## config.mk

```make
export PLATFORM = sky130hd
export DESIGN_NAME = battery_gauge_moving_average_core
export DESIGN_NICKNAME = d
export VERILOG_FILES = /design/src/rtl/bgma_pkg.sv /design/src/rtl/bgma_div.sv /design/src/rtl/bgma_ring.sv /design/src/rtl/battery_gauge_moving_average_core.sv
export SDC_FILE = /design/constraint.sdc
export NUM_CORES = 2
export LEC_CHECK = 0
export BUFFER_PORTS_ARGS = -buffer_cell sky130_fd_sc_hd__buf_4
export CORE_UTILIZATION = 39
export CTS_CLUSTER_DIAMETER = 80
export CTS_CLUSTER_SIZE = 24
export DETAILED_ROUTE_END_ITERATION = 10
export GPL_TIMING_DRIVEN = 0
export PLACE_DENSITY_LB_ADDON = 0.15
export REMOVE_ABC_BUFFERS = 1
export SETUP_SLACK_MARGIN = 0.4
export SLEW_MARGIN = 15
export SYNTH_ARGS = -nofsm -noshare
export SYNTH_HDL_FRONTEND = slang
export SYNTH_SLANG_ARGS = --single-unit
```

## constraint.sdc

```tcl
create_clock -name clk_i -period 8.1 [get_ports clk_i]
set_input_delay 1.215 -clock clk_i [delete_from_list [all_inputs] [get_ports clk_i]]
set_output_delay 1.215 -clock clk_i [all_outputs]
set_load 0.005 [all_outputs]
```

## src/rtl/bgma_pkg.sv

```systemverilog
package bgma_pkg;

  // Window and field widths
  localparam int WindowLen = 60;
  localparam int AdcW      = 10;
  localparam int RegW      = 13;
  localparam int MvW       = 14;
  localparam int PctW      = 7;
  localparam int CntW      = $clog2(WindowLen + 1);
  localparam int PosW      = (WindowLen > 1) ? $clog2(WindowLen) : 1;
  localparam int SumW      = AdcW + CntW;

  // Shared divider: numerator covers avg*scale+500, two quotient bits per cycle
  localparam int DivNumW   = AdcW + RegW + 1;
  localparam int DivDenW   = RegW;
  localparam int DivSteps  = DivNumW / 2;
  localparam int DivCntW   = $clog2(DivSteps);
  localparam int PctNumW   = RegW + PctW;

  // Arithmetic constants
  localparam int RoundHalf   = 500;
  localparam int MvDivisor   = 1000;
  localparam int PercentFull = 100;

  // Register reset values
  localparam logic [RegW-1:0] ScaleReset = RegW'(4390);
  localparam logic [RegW-1:0] EmptyReset = RegW'(3300);
  localparam logic [RegW-1:0] FullReset  = RegW'(4200);

  // Configuration register indexes
  localparam int CfgIdxW = 2;
  typedef enum logic [CfgIdxW-1:0] {
    RegScale = 2'd0,
    RegEmpty = 2'd1,
    RegFull  = 2'd2
  } cfg_reg_e;

  // Sequencer states
  typedef enum logic [3:0] {
    StIdle,
    StRing,
    StAvgGo,
    StAvgWait,
    StMul,
    StMvGo,
    StMvWait,
    StPct,
    StPctGo,
    StPctWait,
    StFinish
  } gauge_state_e;

endpackage

```

## src/rtl/bgma_div.sv

```systemverilog
module bgma_div (
  input  logic                         clk_i,
  input  logic                         rst_ni,
  input  logic                         start_i,
  input  logic [bgma_pkg::DivNumW-1:0] num_i,
  input  logic [bgma_pkg::DivDenW-1:0] den_i,
  output logic                         done_o,
  output logic [bgma_pkg::DivNumW-1:0] quo_o
);
  import bgma_pkg::*;

  localparam logic [DivCntW-1:0] CntLast = DivCntW'(DivSteps - 1);

  logic               busy_q, busy_d;
  logic               done_q, done_d;
  logic [DivCntW-1:0] cnt_q, cnt_d;
  logic [DivDenW:0]   rem_q, rem_d;
  logic [DivNumW-1:0] quo_q, quo_d;
  logic [DivDenW-1:0] den_q, den_d;

  // Two restoring shift-subtract steps per cycle
  always_comb begin
    logic [DivDenW:0]   r;
    logic [DivNumW-1:0] q;
    r = rem_q;
    q = quo_q;
    for (int i = 0; i < 2; i++) begin
      r = {r[DivDenW-1:0], q[DivNumW-1]};
      q = {q[DivNumW-2:0], 1'b0};
      if (r >= {1'b0, den_q}) begin
        r    = r - {1'b0, den_q};
        q[0] = 1'b1;
      end
    end

    busy_d = busy_q;
    done_d = 1'b0;
    cnt_d  = cnt_q;
    rem_d  = rem_q;
    quo_d  = quo_q;
    den_d  = den_q;
    if (start_i) begin
      busy_d = 1'b1;
      cnt_d  = '0;
      rem_d  = '0;
      quo_d  = num_i;
      den_d  = den_i;
    end else if (busy_q) begin
      rem_d = r;
      quo_d = q;
      cnt_d = cnt_q + DivCntW'(1);
      if (cnt_q == CntLast) begin
        busy_d = 1'b0;
        done_d = 1'b1;
      end
    end
  end

  // Hold control state
  always_ff @(posedge clk_i or negedge rst_ni) begin
    if (!rst_ni) begin
      busy_q <= 1'b0;
      done_q <= 1'b0;
      cnt_q  <= '0;
    end else begin
      busy_q <= busy_d;
      done_q <= done_d;
      cnt_q  <= cnt_d;
    end
  end

  // Hold operands
  always_ff @(posedge clk_i) begin
    rem_q <= rem_d;
    quo_q <= quo_d;
    den_q <= den_d;
  end

  assign done_o = done_q;
  assign quo_o  = quo_q;

endmodule

```

## src/rtl/bgma_ring.sv

```systemverilog
module bgma_ring (
  input  logic                      clk_i,
  input  logic                      rst_ni,
  input  logic                      upd_i,
  input  logic [bgma_pkg::AdcW-1:0] sample_i,
  output logic                      done_o,
  output logic [bgma_pkg::SumW-1:0] sum_o,
  output logic [bgma_pkg::CntW-1:0] fill_o
);
  import bgma_pkg::*;

  localparam logic [PosW-1:0] PosLast = PosW'(WindowLen - 1);
  localparam logic [CntW-1:0] FillMax = CntW'(WindowLen);

  logic [AdcW-1:0] ring_q [WindowLen];
  logic [AdcW-1:0] old_q;
  logic [AdcW-1:0] sample_q;
  logic            rd_q, wr_q;
  logic [PosW-1:0] pos_q, pos_d;
  logic [CntW-1:0] fill_q, fill_d;
  logic [SumW-1:0] sum_q, sum_d;
  logic            full;

  assign full = (fill_q == FillMax);

  // Drop the oldest sample once the window is full, add the new one
  always_comb begin
    logic [SumW:0] acc;
    acc = {1'b0, sum_q} + (SumW+1)'(sample_q);
    if (full) begin
      acc = acc - (SumW+1)'(old_q);
    end
    sum_d  = acc[SumW-1:0];
    fill_d = full ? fill_q : fill_q + CntW'(1);
    pos_d  = (pos_q == PosLast) ? '0 : pos_q + PosW'(1);
  end

  // Sequence: read the slot, then write it and update the sum
  always_ff @(posedge clk_i or negedge rst_ni) begin
    if (!rst_ni) begin
      rd_q   <= 1'b0;
      wr_q   <= 1'b0;
      pos_q  <= '0;
      fill_q <= '0;
      sum_q  <= '0;
    end else begin
      rd_q <= upd_i;
      wr_q <= rd_q;
      if (wr_q) begin
        pos_q  <= pos_d;
        fill_q <= fill_d;
        sum_q  <= sum_d;
      end
    end
  end

  // Latch the sample of the accepted beat
  always_ff @(posedge clk_i) begin
    if (upd_i) begin
      sample_q <= sample_i;
    end
  end

  // Sample memory, registered read
  always_ff @(posedge clk_i) begin
    if (rd_q) begin
      old_q <= ring_q[pos_q];
    end
    if (wr_q) begin
      ring_q[pos_q] <= sample_q;
    end
  end

  assign done_o = wr_q;
  assign sum_o  = sum_q;
  assign fill_o = fill_q;

endmodule

```

## src/rtl/battery_gauge_moving_average_core.sv

```systemverilog
// Battery gauge with a 60-sample moving average. Each adc_count beat is stored
// in a sample memory and folded into a running sum; the block returns the
// truncated mean, that mean scaled to millivolts (rounded), and a charge
// percentage clamped between the empty and full thresholds. One beat is
// worked at a time and in_ready_o stays low until its result is in the output
// register, most of a beat going to a shared two-bit-per-cycle divider that
// runs the mean, millivolt and percent divisions (the percent one is skipped
// when the reading is at or outside a threshold). A finished result waits in
// the output register while the next beat is accepted. Configuration registers
// must be written only with the block idle, which the block does not enforce.
module battery_gauge_moving_average_core (
  input  logic                         clk_i,
  input  logic                         rst_ni,
  input  logic                         cfg_valid_i,
  output logic                         cfg_ready_o,
  input  logic [bgma_pkg::CfgIdxW-1:0] cfg_index_i,
  input  logic [bgma_pkg::RegW-1:0]    cfg_data_i,
  input  logic                         in_valid_i,
  output logic                         in_ready_o,
  input  logic [bgma_pkg::AdcW-1:0]    adc_count_i,
  output logic                         out_valid_o,
  input  logic                         out_ready_i,
  output logic [bgma_pkg::AdcW-1:0]    average_count_o,
  output logic [bgma_pkg::MvW-1:0]     millivolts_o,
  output logic [bgma_pkg::PctW-1:0]    charge_percent_o
);
  import bgma_pkg::*;

  gauge_state_e state_q, state_d;

  logic [RegW-1:0] scale_q, empty_q, full_q;

  logic               ring_upd, ring_done;
  logic [SumW-1:0]    ring_sum;
  logic [CntW-1:0]    ring_fill;

  logic               div_start, div_done;
  logic [DivNumW-1:0] div_num, div_quo;
  logic [DivDenW-1:0] div_den;

  logic [AdcW-1:0]    avg_q;
  logic [DivNumW-1:0] prod_q;
  logic [MvW-1:0]     mv_q;
  logic [PctNumW-1:0] pnum_q;
  logic [PctW-1:0]    pct_q;

  logic               in_fire, out_free;
  logic               at_empty, at_full;
  logic [RegW-1:0]    mv_diff;

  logic               out_valid_q;
  logic [AdcW-1:0]    out_avg_q;
  logic [MvW-1:0]     out_mv_q;
  logic [PctW-1:0]    out_pct_q;

  assign in_fire  = in_valid_i && in_ready_o;
  assign out_free = !out_valid_q || out_ready_i;
  assign at_empty = ({1'b0, mv_q} <= (MvW+1)'(empty_q));
  assign at_full  = ({1'b0, mv_q} >= (MvW+1)'(full_q));
  assign mv_diff  = mv_q[RegW-1:0] - empty_q;

  // Configuration registers
  assign cfg_ready_o = 1'b1;

  always_ff @(posedge clk_i or negedge rst_ni) begin
    if (!rst_ni) begin
      scale_q <= ScaleReset;
      empty_q <= EmptyReset;
      full_q  <= FullReset;
    end else if (cfg_valid_i && cfg_ready_o) begin
      unique case (cfg_index_i)
        RegScale: scale_q <= cfg_data_i;
        RegEmpty: empty_q <= cfg_data_i;
        RegFull:  full_q  <= cfg_data_i;
        default:  ;
      endcase
    end
  end

  // Sample memory and running sum
  bgma_ring u_ring (
    .clk_i    (clk_i),
    .rst_ni   (rst_ni),
    .upd_i    (ring_upd),
    .sample_i (adc_count_i),
    .done_o   (ring_done),
    .sum_o    (ring_sum),
    .fill_o   (ring_fill)
  );

  // Shared divider
  bgma_div u_div (
    .clk_i   (clk_i),
    .rst_ni  (rst_ni),
    .start_i (div_start),
    .num_i   (div_num),
    .den_i   (div_den),
    .done_o  (div_done),
    .quo_o   (div_quo)
  );

  // Next state
  always_comb begin
    state_d = state_q;
    unique case (state_q)
      StIdle:    if (in_fire)   state_d = StRing;
      StRing:    if (ring_done) state_d = StAvgGo;
      StAvgGo:   state_d = StAvgWait;
      StAvgWait: if (div_done)  state_d = StMul;
      StMul:     state_d = StMvGo;
      StMvGo:    state_d = StMvWait;
      StMvWait:  if (div_done)  state_d = StPct;
      StPct: begin
        if (at_empty || at_full) begin
          state_d = StFinish;
        end else begin
          state_d = StPctGo;
        end
      end
      StPctGo:   state_d = StPctWait;
      StPctWait: if (div_done)  state_d = StFinish;
      StFinish:  if (out_free)  state_d = StIdle;
      default:   state_d = StIdle;
    endcase
  end

  // Sequencer outputs: handshake, ring update and divider operands
  always_comb begin
    in_ready_o = 1'b0;
    ring_upd   = 1'b0;
    div_start  = 1'b0;
    div_num    = '0;
    div_den    = '0;
    unique case (state_q)
      StIdle: begin
        in_ready_o = 1'b1;
        ring_upd   = in_valid_i;
      end
      StAvgGo: begin
        div_start = 1'b1;
        div_num   = DivNumW'(ring_sum);
        div_den   = DivDenW'(ring_fill);
      end
      StMvGo: begin
        div_start = 1'b1;
        div_num   = prod_q;
        div_den   = DivDenW'(MvDivisor);
      end
      StPctGo: begin
        div_start = 1'b1;
        div_num   = DivNumW'(pnum_q);
        div_den   = full_q - empty_q;
      end
      default: ;
    endcase
  end

  always_ff @(posedge clk_i or negedge rst_ni) begin
    if (!rst_ni) begin
      state_q <= StIdle;
    end else begin
      state_q <= state_d;
    end
  end

  // Datapath: capture quotients, scale and percent terms
  always_ff @(posedge clk_i) begin
    if (state_q == StAvgWait && div_done) begin
      avg_q <= div_quo[AdcW-1:0];
    end
    if (state_q == StMul) begin
      prod_q <= DivNumW'(avg_q) * DivNumW'(scale_q) + DivNumW'(RoundHalf);
    end
    if (state_q == StMvWait && div_done) begin
      mv_q <= div_quo[MvW-1:0];
    end
    if (state_q == StPct) begin
      pnum_q <= PctNumW'(mv_diff) * PctNumW'(PercentFull);
      if (at_empty) begin
        pct_q <= '0;
      end else if (at_full) begin
        pct_q <= PctW'(PercentFull);
      end
    end
    if (state_q == StPctWait && div_done) begin
      pct_q <= div_quo[PctW-1:0];
    end
  end

  // Output register
  always_ff @(posedge clk_i or negedge rst_ni) begin
    if (!rst_ni) begin
      out_valid_q <= 1'b0;
    end else if (state_q == StFinish && out_free) begin
      out_valid_q <= 1'b1;
    end else if (out_ready_i) begin
      out_valid_q <= 1'b0;
    end
  end

  always_ff @(posedge clk_i) begin
    if (state_q == StFinish && out_free) begin
      out_avg_q <= avg_q;
      out_mv_q  <= mv_q;
      out_pct_q <= pct_q;
    end
  end

  assign out_valid_o      = out_valid_q;
  assign average_count_o  = out_avg_q;
  assign millivolts_o     = out_mv_q;
  assign charge_percent_o = out_pct_q;

endmodule

```

==> results_dict.tcl <==
set metrics [dict create \
    antenna_found_initial 1 \
    cts_resized 0 \
    first_global_vias 25200 \
    ant_nets 0 \
    clock-root-buffer "clkbuf_16" \
    drive_gt1_share_pct 10.9 \
    synth_ff_type "edfxtp_1" \
    grt_use_total_pct 20.1 \
    dieWidth_um 326 \
    cts_tree "yes" \
    ys_types 83 \
    critPathLaunchType "flip-flop" \
    netlist_area_um2 41000 \
    htree_levels 2 \
    fillers 9254 \
    r2r-end "prod_q[23]$_DFFE_PP_" \
    avgRoutedWirePerCell_um 24.1 \
    worstHoldPathType "flip-flop to flip-flop" \
    holdPathStages 0 \
    hold_violations 0 \
    ys_seq_elements 854 \
    dp_hpwl_mm 75.8 \
    path_clk_slew_ns 0.09 \
    fp.dieArea_um2 106000 \
    cap_viol_max_count 0 \
    setup_ws_ns 1.99 \
    cts_buffer_depth 3 \
    globalplace.congestion 0.854 \
    cts_buffers 46 \
    std_cell_rows 118 \
    crit_required_ns 8.46 \
    grt_overflow_total 0 \
    fin_nets 3384 \
    ys_warn_count 0 \
    yosysSeqAreaShare_pct 61.4 \
    grt.met1_usage_pct 27.4 \
    dr.pass1.iters 5 \
    drc 0 \
    rrSetupSlack_ns 1.99 \
    min_from "pct_q[6]$_DFFE_PP_" \
    synth.most_common_cell "edfxtp_1" \
    grt.busiest_layer "met2" \
    first_iter_violations 2329 \
    port_buffers 62 \
    met3_usage_pct 2.29 \
    reg2regPathDepth 17 \
    power_w 0.0180 \
    synth_top_area_cell "edfxtp_1" \
    synth_edf_count 761 \
    worst_slew_pin_slew_ns 1.26 \
    coreArea_um2 104000 \
    clkSinkCount 854 \
    viasPerCell 5.64 \
    yosys-top-cells-count "edfxtp_1 (761), nand2_1 (191), ha_1 (190)" \
    fmax_mhz 164 \
    final_max_slew_viol_count 0 \
    grt_pass1_wl_mm 161 \
    rsz0062_at_grt "no" \
    min_period_ns 6.11 \
    async_flop_share_pct 9.37 \
    syn_inst 3006 \
    grt_max_degree 81 \
    hold-path-endpoint "charge_percent_o[6]$_DFFE_PP_" \
    initial_core_util_pct 39.5 \
    worstReg2RegStart "avg_q[1]$_DFFE_PP_" \
    ctsHoldBuffers 0 \
    cp_max_fo 14 \
    tns_ns 0 \
    gr-usage-met2_pct 33.6 \
    p_leak_nw 16.2 \
    ir_worst_vdd_mv 0.452 \
    preCtsSetupSlack_ns 1.98 \
    outcome "finished clean" \
    cp.arrival_ns 6.47 \
    final-setup-viol-count 0 \
    avgSynthCellArea_um2 13.6 \
    fin_crit_sh_pct 75.5 \
    p_per_area_nw_per_um2 397 \
    ys_top_cells_by_area "edfxtp_1 (56%), ha_1 (5.8%), fa_1 (5.3%)" \
    areaGrowthSynthToFinish_pct 11.0 \
    wl_mm 107 \
    antenna_cells 0 \
    vias 25200 \
    end_kind "flip-flop" \
    post_cts_buffers 0 \
    clock_latency_ns 0.64 \
    yosys.area.top_type_share_pct 55.8 \
    crit_type "flip-flop to flip-flop" \
    die_h_um 326 \
    skew_ns 0.0295 \
    pin_count 64 \
    relSlewSlack_pct 15.1 \
]
cells in the final DEF (no fill, tap or decap), types with 15 or more instances in the layout:
master	synthesis	routed
nand4_1	21	21
dfstp_2	15	15
clkbuf_16	0	47
a221oi_1	58	58
mux2_2	46	46
mux2i_1	26	26
a31oi_1	68	68
buf_16	0	20
a21oi_1	98	98
xnor2_1	60	60
nand2b_1	18	18
nor3_1	43	38
a22oi_1	160	160
a22o_1	62	62
fa_1	108	108
buf_4	1	73
inv_1	181	180
o21ai_0	92	92
nor2_1	175	156
nand2_1	191	190
a21o_1	30	30
xor2_1	29	29
nor2b_1	22	22
and2_1	66	65
or3_1	15	15
nand3_1	35	35
a211oi_1	20	20
buf_8	0	32
ha_1	190	190
dfrtp_1	65	61
edfxtp_1	761	761
nor2_2	0	17
metal layers:
metal / wire [um] / vias up / part of all wire, %
met5: 0 / - / 0
met4: 3160 / 0 / 2.9
met3: 5890 / 141 / 5.5
met2: 52400 / 766 / 49
met1: 46000 / 12800 / 43
li1: - / 11500 / -
layout make-up:
class / instances / area [um2] / share of cell area (%)
clock inverters: 17 / 169 / 0.372
multi-input cells: 1830 / 14700 / 32.4
flip-flops and latches: 854 / 25100 / 55.3
repair buffers: 140 / 1790 / 3.93
well taps: 1380 / 1730 / 3.80
clock buffers: 60 / 1230 / 2.72
inverters: 184 / 691 / 1.52
state kept, by name, summed over array words and instances (netlist names), 14 cells and up:
register / flops
u_ring.ring_q: 600
prod_q: 24
u_div.quo_o: 24
pnum_q: 18
u_ring.sum_o: 16
millivolts_o: 14
mv_q: 14
metrics by stage:
step	util [%]	hold slack (ns)	std cells	area (um2)
2_1_floorplan	-	0.400	2868	40400
3_3_place_gp	41.0	0.409	4310	42600
3_5_place_dp	42.4	0.405	4388	44000
4_1_cts	43.8	0.427	4465	45400
5_1_grt	43.8	0.449	4465	45500
6_report	43.8	0.426	4465	45500
logic make-up after synthesis:
| logic type | count (synthesis) | synth area share [%] |
|---|---|---|
| mux | 87 | 2.70 |
| compound gates | 702 | 12.2 |
| simple gates | 653 | 7.74 |
| flops | 854 | 61.4 |
| xor+xnor | 89 | 1.90 |
| buf+inv | 322 | 3.02 |
| fa+ha+maj | 298 | 11.1 |
| other cells | 1 | 0.00916 |
worst max path at each step:
stage / start / to / slack, ns / cells after the start
3_5_place_dp: avg_q[4]$_DFFE_PP_ / prod_q[23]$_DFFE_PP_ / 1.98 / 18
5_1_grt: avg_q[1]$_DFFE_PP_ / prod_q[23]$_DFFE_PP_ / 1.57 / 17
6_report: avg_q[1]$_DFFE_PP_ / prod_q[23]$_DFFE_PP_ / 1.99 / 17
3_3_place_gp: u_ring.pos_q[1]$_DFFE_PN0P_ / u_ring.ring_q[46][9]$_DFFE_PP_ / -2.41 / 4
4_1_cts: avg_q[1]$_DFFE_PP_ / prod_q[23]$_DFFE_PP_ / 1.93 / 17
2_1_floorplan: avg_q[4]$_DFFE_PP_ / prod_q[22]$_DFFE_PP_ / 2.71 / 17
worst max-delay path, stage by stage (launching register included):
cell      delay (ns)
edfxtp_1        0.72
nand2_1         0.18
fa_1            0.51
fa_1            0.55
inv_1           0.05
fa_1            0.49
fa_1            0.54
inv_1           0.06
fa_1            0.48
inv_1           0.05
ha_1            0.34
a21o_1          0.21
o41ai_1         0.54
a211oi_1        0.20
or3_1           0.44
a31o_1          0.22
a21oi_1         0.16
xnor2_1         0.11
power by group:
| part | switching (W) | internal [W] |
|---|---|---|
| combinational | 0.00540 | 0.00411 |
| sequential | 0.000435 | 0.00551 |
| clock | 0.00146 | 0.00112 |
Power figures use the tool's default switching activity.
